**config.mk**
```make
export PLATFORM = sky130hd
export DESIGN_NAME = integer_alu_with_div_pow
export DESIGN_NICKNAME = d
export VERILOG_FILES = /design/src/ialu_pkg.sv /design/src/integer_alu_with_div_pow.sv /design/src/ialu_datapath.sv /design/src/ialu_ctrl.sv
export SDC_FILE = /design/constraint.sdc
export NUM_CORES = 2
export LEC_CHECK = 0
export ABC_AREA = 1
export BUFFER_PORTS_ARGS = -buffer_cell sky130_fd_sc_hd__buf_4
export CORE_MARGIN = 2
export CORE_UTILIZATION = 30
export CTS_BUF_LIST = sky130_fd_sc_hd__clkbuf_4 sky130_fd_sc_hd__clkbuf_8 sky130_fd_sc_hd__clkbuf_16
export DETAILED_ROUTE_END_ITERATION = 16
export SYNTH_ARGS = -nofsm -noshare
export SYNTH_HDL_FRONTEND = slang
export SYNTH_SLANG_ARGS = --single-unit
```
**constraint.sdc**
```tcl
create_clock -name clk -period 9 [get_ports clk]
set_input_delay 1.8 -clock clk [delete_from_list [all_inputs] [get_ports clk]]
set_output_delay 1.8 -clock clk [all_outputs]
set_load 0.01 [all_outputs]
```
**src/ialu_pkg.sv**
```systemverilog
// package: opcodes and shared types for the integer alu
package ialu_pkg;

  localparam int unsigned DataWidth = 32;
  localparam int unsigned CountWidth = 5;

  typedef enum logic [2:0] {
    OP_ADD = 3'd0,
    OP_SUB = 3'd1,
    OP_MUL = 3'd2,
    OP_DIV = 3'd3,
    OP_POW = 3'd4,
    OP_REM = 3'd5,
    OP_SQR = 3'd6,
    OP_NOP = 3'd7
  } opcode_t;

  typedef enum logic [2:0] {
    CMD_IDLE  = 3'd0,
    CMD_LOAD  = 3'd1,
    CMD_DSTEP = 3'd2,
    CMD_PMUL  = 3'd3,
    CMD_PSQR  = 3'd4,
    CMD_FIN   = 3'd5
  } cmd_t;

  typedef struct packed {
    cmd_t cmd;
  } ctrl_t;

  typedef struct packed {
    logic                  multi;
    logic                  is_div;
    logic                  exp_zero;
    logic                  exp_odd;
    logic [CountWidth-1:0] count;
  } stat_t;

endpackage

```
**src/integer_alu_with_div_pow.sv**
```systemverilog
// 32-bit integer alu: add, sub, mul, divide, remainder, power, square
// add/sub/mul: the result is computed at load, then registered to the output; div/rem: one quotient bit per divide step
// power: a squaring per exponent bit up to the top set bit, plus a multiply per set bit
// one request at a time; the next is taken once the output register is empty or draining,
// and only after the previous result has been handed to the output register
// synchronous active-high reset clears control state only
module integer_alu_with_div_pow
  import ialu_pkg::*;
(
  input  logic                        clk,
  input  logic                        rst,
  input  logic                        in_valid,
  output logic                        in_ready,
  input  logic [2:0]                  opcode,
  input  logic signed [DataWidth-1:0] operand_a,
  input  logic signed [DataWidth-1:0] operand_b,
  output logic                        out_valid,
  input  logic                        out_ready,
  output logic signed [DataWidth-1:0] result,
  output logic                        divide_by_zero
);

  ctrl_t                ctrl;
  stat_t                stat;
  logic [DataWidth-1:0] res_u;

  ialu_ctrl u_ctrl (
    .clk      (clk),
    .rst      (rst),
    .in_valid (in_valid),
    .in_ready (in_ready),
    .out_valid(out_valid),
    .out_ready(out_ready),
    .stat     (stat),
    .ctrl     (ctrl)
  );

  ialu_datapath u_dp (
    .clk           (clk),
    .ctrl          (ctrl),
    .opcode        (opcode),
    .operand_a     (operand_a),
    .operand_b     (operand_b),
    .stat          (stat),
    .result        (res_u),
    .divide_by_zero(divide_by_zero)
  );

  assign result = res_u;

endmodule

```
**src/ialu_datapath.sv**
```systemverilog
// datapath: operand registers, restoring divider, square-and-multiply power
module ialu_datapath
  import ialu_pkg::*;
(
  input  logic                 clk,
  input  ctrl_t                ctrl,
  input  logic [2:0]           opcode,
  input  logic [DataWidth-1:0] operand_a,
  input  logic [DataWidth-1:0] operand_b,
  output stat_t                stat,
  output logic [DataWidth-1:0] result,
  output logic                 divide_by_zero
);

  logic [DataWidth-1:0]  acc;
  logic [DataWidth-1:0]  sq;
  logic [DataWidth-1:0]  ex;
  logic [DataWidth-1:0]  rem;
  logic [CountWidth-1:0] count;
  opcode_t               op;
  logic                  neg_q;
  logic                  neg_r;
  logic                  dz;

  logic [DataWidth-1:0] mag_a;
  logic [DataWidth-1:0] mag_b;
  logic [DataWidth:0]   trial;
  logic [DataWidth-1:0] rem_shift;
  logic [DataWidth-1:0] fast;
  logic [DataWidth-1:0] div_res;

  assign mag_a = operand_a[DataWidth-1] ? (~operand_a + 1'b1) : operand_a;
  assign mag_b = operand_b[DataWidth-1] ? (~operand_b + 1'b1) : operand_b;
  assign rem_shift = {rem[DataWidth-2:0], acc[DataWidth-1]};
  assign trial = {1'b0, rem_shift} - {1'b0, sq};

  always_comb begin
    case (opcode_t'(opcode))
      OP_ADD:  fast = operand_a + operand_b;
      OP_SUB:  fast = operand_a - operand_b;
      OP_MUL:  fast = operand_a * operand_b;
      default: fast = '0;
    endcase
  end

  always_comb begin
    if (dz) begin
      div_res = '0;
    end else if (op == OP_DIV) begin
      div_res = neg_q ? (~acc + 1'b1) : acc;
    end else begin
      div_res = neg_r ? (~rem + 1'b1) : rem;
    end
  end

  always_ff @(posedge clk) begin
    case (ctrl.cmd)
      CMD_LOAD: begin
        op    <= opcode_t'(opcode);
        count <= '1;
        rem   <= '0;
        dz    <= (operand_b == '0) &&
                 (opcode_t'(opcode) == OP_DIV || opcode_t'(opcode) == OP_REM);
        neg_q <= operand_a[DataWidth-1] ^ operand_b[DataWidth-1];
        neg_r <= operand_a[DataWidth-1];
        if (opcode_t'(opcode) == OP_DIV || opcode_t'(opcode) == OP_REM) begin
          acc <= mag_a;
          sq  <= mag_b;
        end else if (opcode_t'(opcode) == OP_POW || opcode_t'(opcode) == OP_SQR) begin
          acc <= DataWidth'(1);
          sq  <= operand_a;
        end else begin
          acc <= fast;
          sq  <= operand_a;
        end
        if (opcode_t'(opcode) == OP_SQR) begin
          ex <= DataWidth'(2);
        end else if (operand_b[DataWidth-1]) begin
          ex <= '0;
        end else begin
          ex <= operand_b;
        end
      end
      CMD_DSTEP: begin
        count <= count - 1'b1;
        if (!trial[DataWidth]) begin
          rem <= trial[DataWidth-1:0];
          acc <= {acc[DataWidth-2:0], 1'b1};
        end else begin
          rem <= rem_shift;
          acc <= {acc[DataWidth-2:0], 1'b0};
        end
      end
      CMD_PMUL: begin
        acc <= acc * sq;
      end
      CMD_PSQR: begin
        sq <= sq * sq;
        ex <= {1'b0, ex[DataWidth-1:1]};
      end
      CMD_FIN: begin
        result         <= (op == OP_DIV || op == OP_REM) ? div_res : acc;
        divide_by_zero <= dz;
      end
      default: begin
      end
    endcase
  end

  assign stat.multi    = (op == OP_DIV || op == OP_REM || op == OP_POW || op == OP_SQR);
  assign stat.is_div   = (op == OP_DIV || op == OP_REM);
  assign stat.exp_zero = (ex == '0);
  assign stat.exp_odd  = ex[0];
  assign stat.count    = count;

endmodule

```
**src/ialu_ctrl.sv**
```systemverilog
// controller: sequences load, divide steps, power steps and result hand-off
module ialu_ctrl
  import ialu_pkg::*;
(
  input  logic  clk,
  input  logic  rst,
  input  logic  in_valid,
  output logic  in_ready,
  output logic  out_valid,
  input  logic  out_ready,
  input  stat_t stat,
  output ctrl_t ctrl
);

  typedef enum logic [2:0] {S_IDLE, S_DECIDE, S_DIV, S_PMUL, S_PSQR, S_FIN} state_t;
  state_t state;

  assign in_ready = (state == S_IDLE) && (!out_valid || out_ready);

  always_comb begin
    case (state)
      S_IDLE:  ctrl.cmd = (in_valid && in_ready) ? CMD_LOAD : CMD_IDLE;
      S_DIV:   ctrl.cmd = CMD_DSTEP;
      S_PMUL:  ctrl.cmd = CMD_PMUL;
      S_PSQR:  ctrl.cmd = CMD_PSQR;
      S_FIN:   ctrl.cmd = (!out_valid || out_ready) ? CMD_FIN : CMD_IDLE;
      default: ctrl.cmd = CMD_IDLE;
    endcase
  end

  always_ff @(posedge clk) begin
    if (rst) begin
      state     <= S_IDLE;
      out_valid <= 1'b0;
    end else begin
      if (out_valid && out_ready) begin
        out_valid <= 1'b0;
      end
      case (state)
        S_IDLE: begin
          if (in_valid && in_ready) begin
            state <= S_DECIDE;
          end
        end
        S_DECIDE: begin
          if (!stat.multi) begin
            state <= S_FIN;
          end else if (stat.is_div) begin
            state <= S_DIV;
          end else if (stat.exp_zero) begin
            state <= S_FIN;
          end else if (stat.exp_odd) begin
            state <= S_PMUL;
          end else begin
            state <= S_PSQR;
          end
        end
        S_DIV: begin
          if (stat.count == '0) begin
            state <= S_FIN;
          end
        end
        S_PMUL: begin
          state <= S_PSQR;
        end
        S_PSQR: begin
          state <= S_DECIDE;
        end
        S_FIN: begin
          if (!out_valid || out_ready) begin
            out_valid <= 1'b1;
            state     <= S_IDLE;
          end
        end
        default: state <= S_IDLE;
      endcase
    end
  end

  a_no_accept_busy: assert property (@(posedge clk) disable iff (rst)
    (state != S_IDLE) |-> !in_ready) else $error("request accepted while busy");
  a_load_once: assert property (@(posedge clk) disable iff (rst)
    (ctrl.cmd == CMD_LOAD) |=> (state == S_DECIDE)) else $error("load not followed by decode");
  a_div_ends: assert property (@(posedge clk) disable iff (rst)
    (state == S_DIV && stat.count == '0) |=> (state == S_FIN)) else $error("divider overrun");

endmodule

```
# Word level (Yosys, flattened, before mapping)
# Cells that the tools add are included.
# op_classes
add_sub_neg,8
n_mul,3
eq_ne,23
muxes,34
bitwise,5
n_reduce_logical,20
# ops
cell,count
$mux 32,12
$pmux 32 s2,3
$pmux 32 s3,2
$add 32x1->32 const B,4
$not 32->32,4
$mul 32x32->32,3
$logic_not 32->1,2
$sub 32x32->33,1
$add 32x32->32,1
$sub 32x32->32,1
$mux 31,1
$eq 3x3->1 const B,10
$mux 3,8
$eq 3x2->1 const B,7
$pmux 3 s6,1
$pmux 3 s5,1
$pmux 5 s2,1
$eq 3x1->1 const B,3
$logic_not 3->1,2
$logic_or 1x1->1,6
$logic_not 5->1,1
$mux 1,5
$sub 5x1->5 const B,1
$logic_and 1x1->1,4
other kinds (7),9
# word_totals
reg_bits,176
output_inout_bits,35
word_cells,106

# Logic depth before layout (Yosys ltp)
# depth
depth_word,8
ltp_mapped,41
mapped_depth_nobuf,39

# Hierarchy
# From an unflattened synthesis, not the netlist that was laid out.
# hier_totals
cells_unflattened,8565
hier_area_um2,63408.3
# by_module_without_submodules
module,n_inst,cells_each,area_per_inst_um2
ialu_datapath,1,8512,63104.3
ialu_ctrl,1,53,304.0

# Worst setup path after synthesis
# No wires, ideal clock.
# synth_path
kind,input port to flip-flop
start,input operand_b[7]
end,register u_dp.acc[24] (data pin)
setup_time_ns,0.262
arrival_ns,8.069
required_ns,8.738
slack_ns,0.669
path_stages,30
path_buffers,2
cell_sequence,buf_1 -> clkbuf_1 -> nand2_1 -> inv_1 -> fa_1 -> fa_1 -> fa_1 -> inv_1 -> fa_1 -> inv_1 -> fa_1 -> inv_1 -> fa_1 -> inv_1 -> fa_1 -> fa_1 -> ha_1 -> nand2_1 -> o21ai_0 -> a21oi_1 -> nand3_1 -> nand2_1 -> nand2_1 -> nand3_1 -> nand2_1 -> or2_2 -> nand3_1 -> nand3_1 -> nand2_1 -> nand3_1
# synth_via
elab_chain_cells,5
word_cells_on_any_way,7
cone_classes,2 x add/sub; 1 x mul; 4 x mux
# synth_lines
element,line_no,text
from (decl),integer_alu_with_div_pow.sv:16,"input logic signed [DataWidth-1:0] operand_b,"
"$mul 32x32->32, or another cell as far along",ialu_datapath.sv:41,OP_MUL: fast = operand_a * operand_b;
$pmux 32 s3 *,ialu_datapath.sv:38,case (opcode_t'(opcode))
$mux 32 *,ialu_datapath.sv:69,end else if (opcode_t'(opcode) == OP_POW || opcode_t'(opcode) == OP_SQR) begin
$mux 32 *,ialu_datapath.sv:66,if (opcode_t'(opcode) == OP_DIV || opcode_t'(opcode) == OP_REM) begin
$pmux 32 s3 *,ialu_datapath.sv:57,case (ctrl.cmd)
to (signal assigned),ialu_datapath.sv:67,acc <= mag_a;
to (signal assigned),ialu_datapath.sv:70,acc <= DataWidth'(1);
to (signal assigned),ialu_datapath.sv:73,acc <= fast;
to (decl),ialu_datapath.sv:15,logic [DataWidth-1:0] acc;
# Mark *: on every way between the ends. The rest lies on a longest branch, timed or not.
# A chain may end at the register's enable or synchronous reset.

# Final worst setup path
# layout_path
start,input operand_a[13]
end,register u_dp.acc[31] (data pin)
# layout_via
elab_chain_cells,5
word_cells_on_any_way,10
cone_classes,3 x add/sub; 1 x mul; 5 x mux; 1 x bitwise
# layout_lines
element,line_no,text
from (decl),integer_alu_with_div_pow.sv:15,"input logic signed [DataWidth-1:0] operand_a,"
"$mul 32x32->32, or another cell as far along",ialu_datapath.sv:41,
$pmux 32 s3 or $add 32x1->32 (tied branches),"ialu_datapath.sv:38, ialu_datapath.sv:32",
$mux 32 (on tied branches),"ialu_datapath.sv:69, ialu_datapath.sv:32",
$mux 32 *,ialu_datapath.sv:66,
$pmux 32 s3 *,ialu_datapath.sv:57,
# Marks and branches as above.

==> results.cfg <==
[run_status]
outcome = complete, no violations

[global_route]
grt_max_degree = 64
grtUsageTotal_pct = 21.0
grt_overflow = 0
antenna_found_initial = 16
grt_pass1_wl_um = 344000
grt_pass1_vias = 56900

[detailed_routing]
antenna_left = 0
first_iter_violations = 4789
drc = 0
totalWireLength_um = 224000
num_vias = 54500
drt_pre_antenna_iters = 6
via_per_inst = 4.86
wl_per_cell_um = 19.9

[placement]
place_congestion = 0.968
port_buffers = 105
dp.final_hpwl_um = 182000

[synthesis]
synth-compound-area-share_pct = 8.22
netlist_instances = 8490
synthFlopType = edfxtp_1
synth_top_family_by_area = adder cells
yosys_warnings = 0
ys_seq_elements = 175
yosysTopAreaCell = fa_1
synth_fa_ha_area_share_pct = 46.3
yosys.area_share.xor_xnor_pct = 2.39
syn_nets = 10200
netlist_area_mm2 = 0.0632
async_flop_share_pct = 0
synthSimpleGateAreaFrac_pct = 17.9
synthTopCellsByArea = fa_1, inv_1, nand2_1
synthMuxAreaShare_pct = 0
seq_area_frac_synth_pct = 8.25
synth_top_area_share_pct = 37.5
avgSynthCellArea_um2 = 7.45
synth_cell_types = 67
synth-edff-count = 171

[worst_hold_path]
hold_depth = 2
worstHoldPathType = reg -> reg

[worst_setup_path]
crit_start = operand_a[13]
slowest_delay_ps = 570
reg2reg_to = u_dp.acc[30]$_DFFE_PP_
crit_top_cell = inv_1
r2r-start = u_dp.acc[14]$_DFFE_PP_
path_delay_family = adder cells
critical_path_class = in -> reg
cp_data_arrival_time_ps = 8510
path_buf_inv = 11
crit_path_end = u_dp.acc[31]$_DFFE_PP_
cp.depth = 30
r2r_cells = 21
slowest_stage = fa_1
ff2ff_setup_slack_ps = 890
cp_data_required_time_ps = 9290
crit_path_end_kind = flip-flop
critPathLaunchType = input port
path_max_fanout = 14

[floorplanning]
start_util_pct = 30.2
pin_count = 106
design.die.area_mm2 = 0.214
fp.coreArea_mm2 = 0.210
rows = 168
die_y_um = 463
die_w_um = 463

[clocking]
clk_latency_ps = 540
holdBufCountCts = 0
cts_htree_levels = 4
clk_pin_slew_ps = 90
clk_path_buf_depth = 2
post_cts_buffers = 0
clockRootBuffer = clkbuf_16
cts_tree = done
cts_made_buffers = 17
clkSinkCount = 175
cts_resized = 0

[sta]
slew_violations = 0
setup_tns_ps = 0
tightest_slew_ps = 1250
clock_skew_ps = 24.0
fin_crit_sh_pct = 91.3
slew_headroom_pct = 15.8
grt_setup_unrepaired = no
final-setup-viol-count = 0
fin_crit_ps = 8220
hold_slack_ps = 562
hold_violations = 0
fmaxAchievable_mhz = 122

[cells_and_area]
multi_input_area_mm2 = 0.0473
areaGrowthSynthToFinish_pct = 7.82
register_area_mm2 = 0.00522
nNetsFinal = 10100
fillers = 22400
drive_above_1_share_pct = 4.81

[run]
max-cap-violations = 0
[flip-flops by register name, indices dropped and copies added, names as in the netlist]
signal and cells:
u_ctrl.out_valid 1, u_ctrl.state 3, u_dp.acc 32, u_dp.count 5, u_dp.divide_by_zero 1, u_dp.dz 1
u_dp.ex 31, u_dp.neg_q 1, u_dp.neg_r 1, u_dp.op 3, u_dp.rem 32, u_dp.result 32
u_dp.sq 32
[cells in the final DEF (no fill, tap or decap), types with 11 or more instances in the layout]
master and instances:
ha_1 444, nor3_1 70, nor2_2 13, a21o_1 28, nand4_1 33, xnor2_1 74
edfxtp_1 171, clkbuf_16 17, o21ai_1 29, fa_1 1185, nand3b_1 20, o221ai_1 16
nand2_1 2063, o21bai_1 18, inv_1 2418, or2_2 19, xor2_1 97, o21a_1 11
a31oi_1 18, o22ai_1 27, nor4_1 17, buf_4 272, o21ai_0 342, nor2_1 253
nand3_1 233, buf_12 15, a21oi_1 334, o211ai_1 50
[cell usage after synthesis (all sizes together) (2+ instances only)]
master,count
fa,1185
xor2,98
clkinv,6
a21o,28
inv,2425
o211ai,50
a31oi,18
or2,21
nand4,36
a221oi,7
a211oi,7
a21boi,8
a22oi,7
dfxtp,4
o21ai,372
o22ai,27
o31ai,7
o311ai,6
o21bai,18
o221ai,16
edfxtp,171
nand2b,2
nor3,84
nor2,271
ha,444
nor4,17
a31o,3
xnor2,74
nand3b,20
nand2,2075
a21oi,335
o21a,11
clkbuf,237
nand3,237
buf,153
[worst reg2reg max path: stages, from the launching register on]
cell,delay [ps]
edfxtp_1,1150
nand2_1,250
fa_1,590
inv_1,50
fa_1,430
fa_1,560
inv_1,60
fa_1,470
inv_1,50
fa_1,480
fa_1,460
fa_1,540
fa_1,450
ha_1,370
a21oi_1,250
o21ai_0,160
a21oi_1,210
nor2_1,70
nor4b_1,420
nand3_1,140
a22oi_1,600
nand2_1,110
[metrics by stage]
| step | setup WS, ps | area, um^2 | instances | utilization (%) |
|---|---|---|---|---|
| floorplan | 669 | 63200 | 8490 | - |
| global placement | 222 | 67500 | 11200 | 32.2 |
| detailed placement | 253 | 67500 | 11200 | 32.2 |
| CTS | 833 | 68100 | 11200 | 32.5 |
| global route | 382 | 68200 | 11200 | 32.5 |
| finish | 782 | 68200 | 11200 | 32.5 |
[cell families (layout without fill, tap and decap cells)]
| kind of cell | after synthesis | after routing |
|---|---|---|
| AOI/OAI and AO/OA | 927 | 927 |
| other | 0 | 6 |
| buffers and inverters | 2821 | 2750 |
| xor gates and xnor gates | 172 | 172 |
| DFF | 175 | 175 |
| and+or+nand+nor | 2766 | 2766 |
| adders and majority gates | 1629 | 1629 |
[worst min-delay path by stage]
| stage | start | endpoint |
|---|---|---|
| 2_1_floorplan | u_dp.dz$_DFFE_PP_ | u_dp.divide_by_zero$_DFFE_PN_ |
| 3_3_place_gp | u_dp.count[4]$_SDFFCE_PN1P_ | u_dp.count[4]$_SDFFCE_PN1P_ |
| 3_5_place_dp | u_dp.count[4]$_SDFFCE_PN1P_ | u_dp.count[4]$_SDFFCE_PN1P_ |
| 4_1_cts | u_dp.ex[10]$_DFFE_PP_ | u_dp.ex[9]$_DFFE_PP_ |
| 5_1_grt | u_dp.ex[4]$_DFFE_PP_ | u_dp.ex[3]$_DFFE_PP_ |
| 6_report | u_dp.count[4]$_SDFFCE_PN1P_ | u_dp.count[4]$_SDFFCE_PN1P_ |
[layer usage]
| metal | wire length [um] | vias to the layer above | track usage (%) |
|---|---|---|---|
| li1 | - | 24800 | - |
| met1 | 92200 | 27100 | 27.4 |
| met2 | 104000 | 2189 | 34.4 |
| met3 | 16500 | 440 | 2.79 |
| met4 | 11300 | 10 | 9.53 |
| met5 | 69 | - | 0 |
[layout make-up]
type | count | share of cell area, %
multi-input combinational | 5494 | 69.4
inverter | 2431 | 13.4
sequential | 175 | 7.65
tap | 2805 | 5.15
timing repair buffer | 287 | 3.44
clock buffer | 17 | 0.624
clock inverter | 15 | 0.294
antenna | 6 | 0.0220
Power is not shown: default switching activity piles up to over one toggle a cycle in this logic, so the estimate is an artifact.
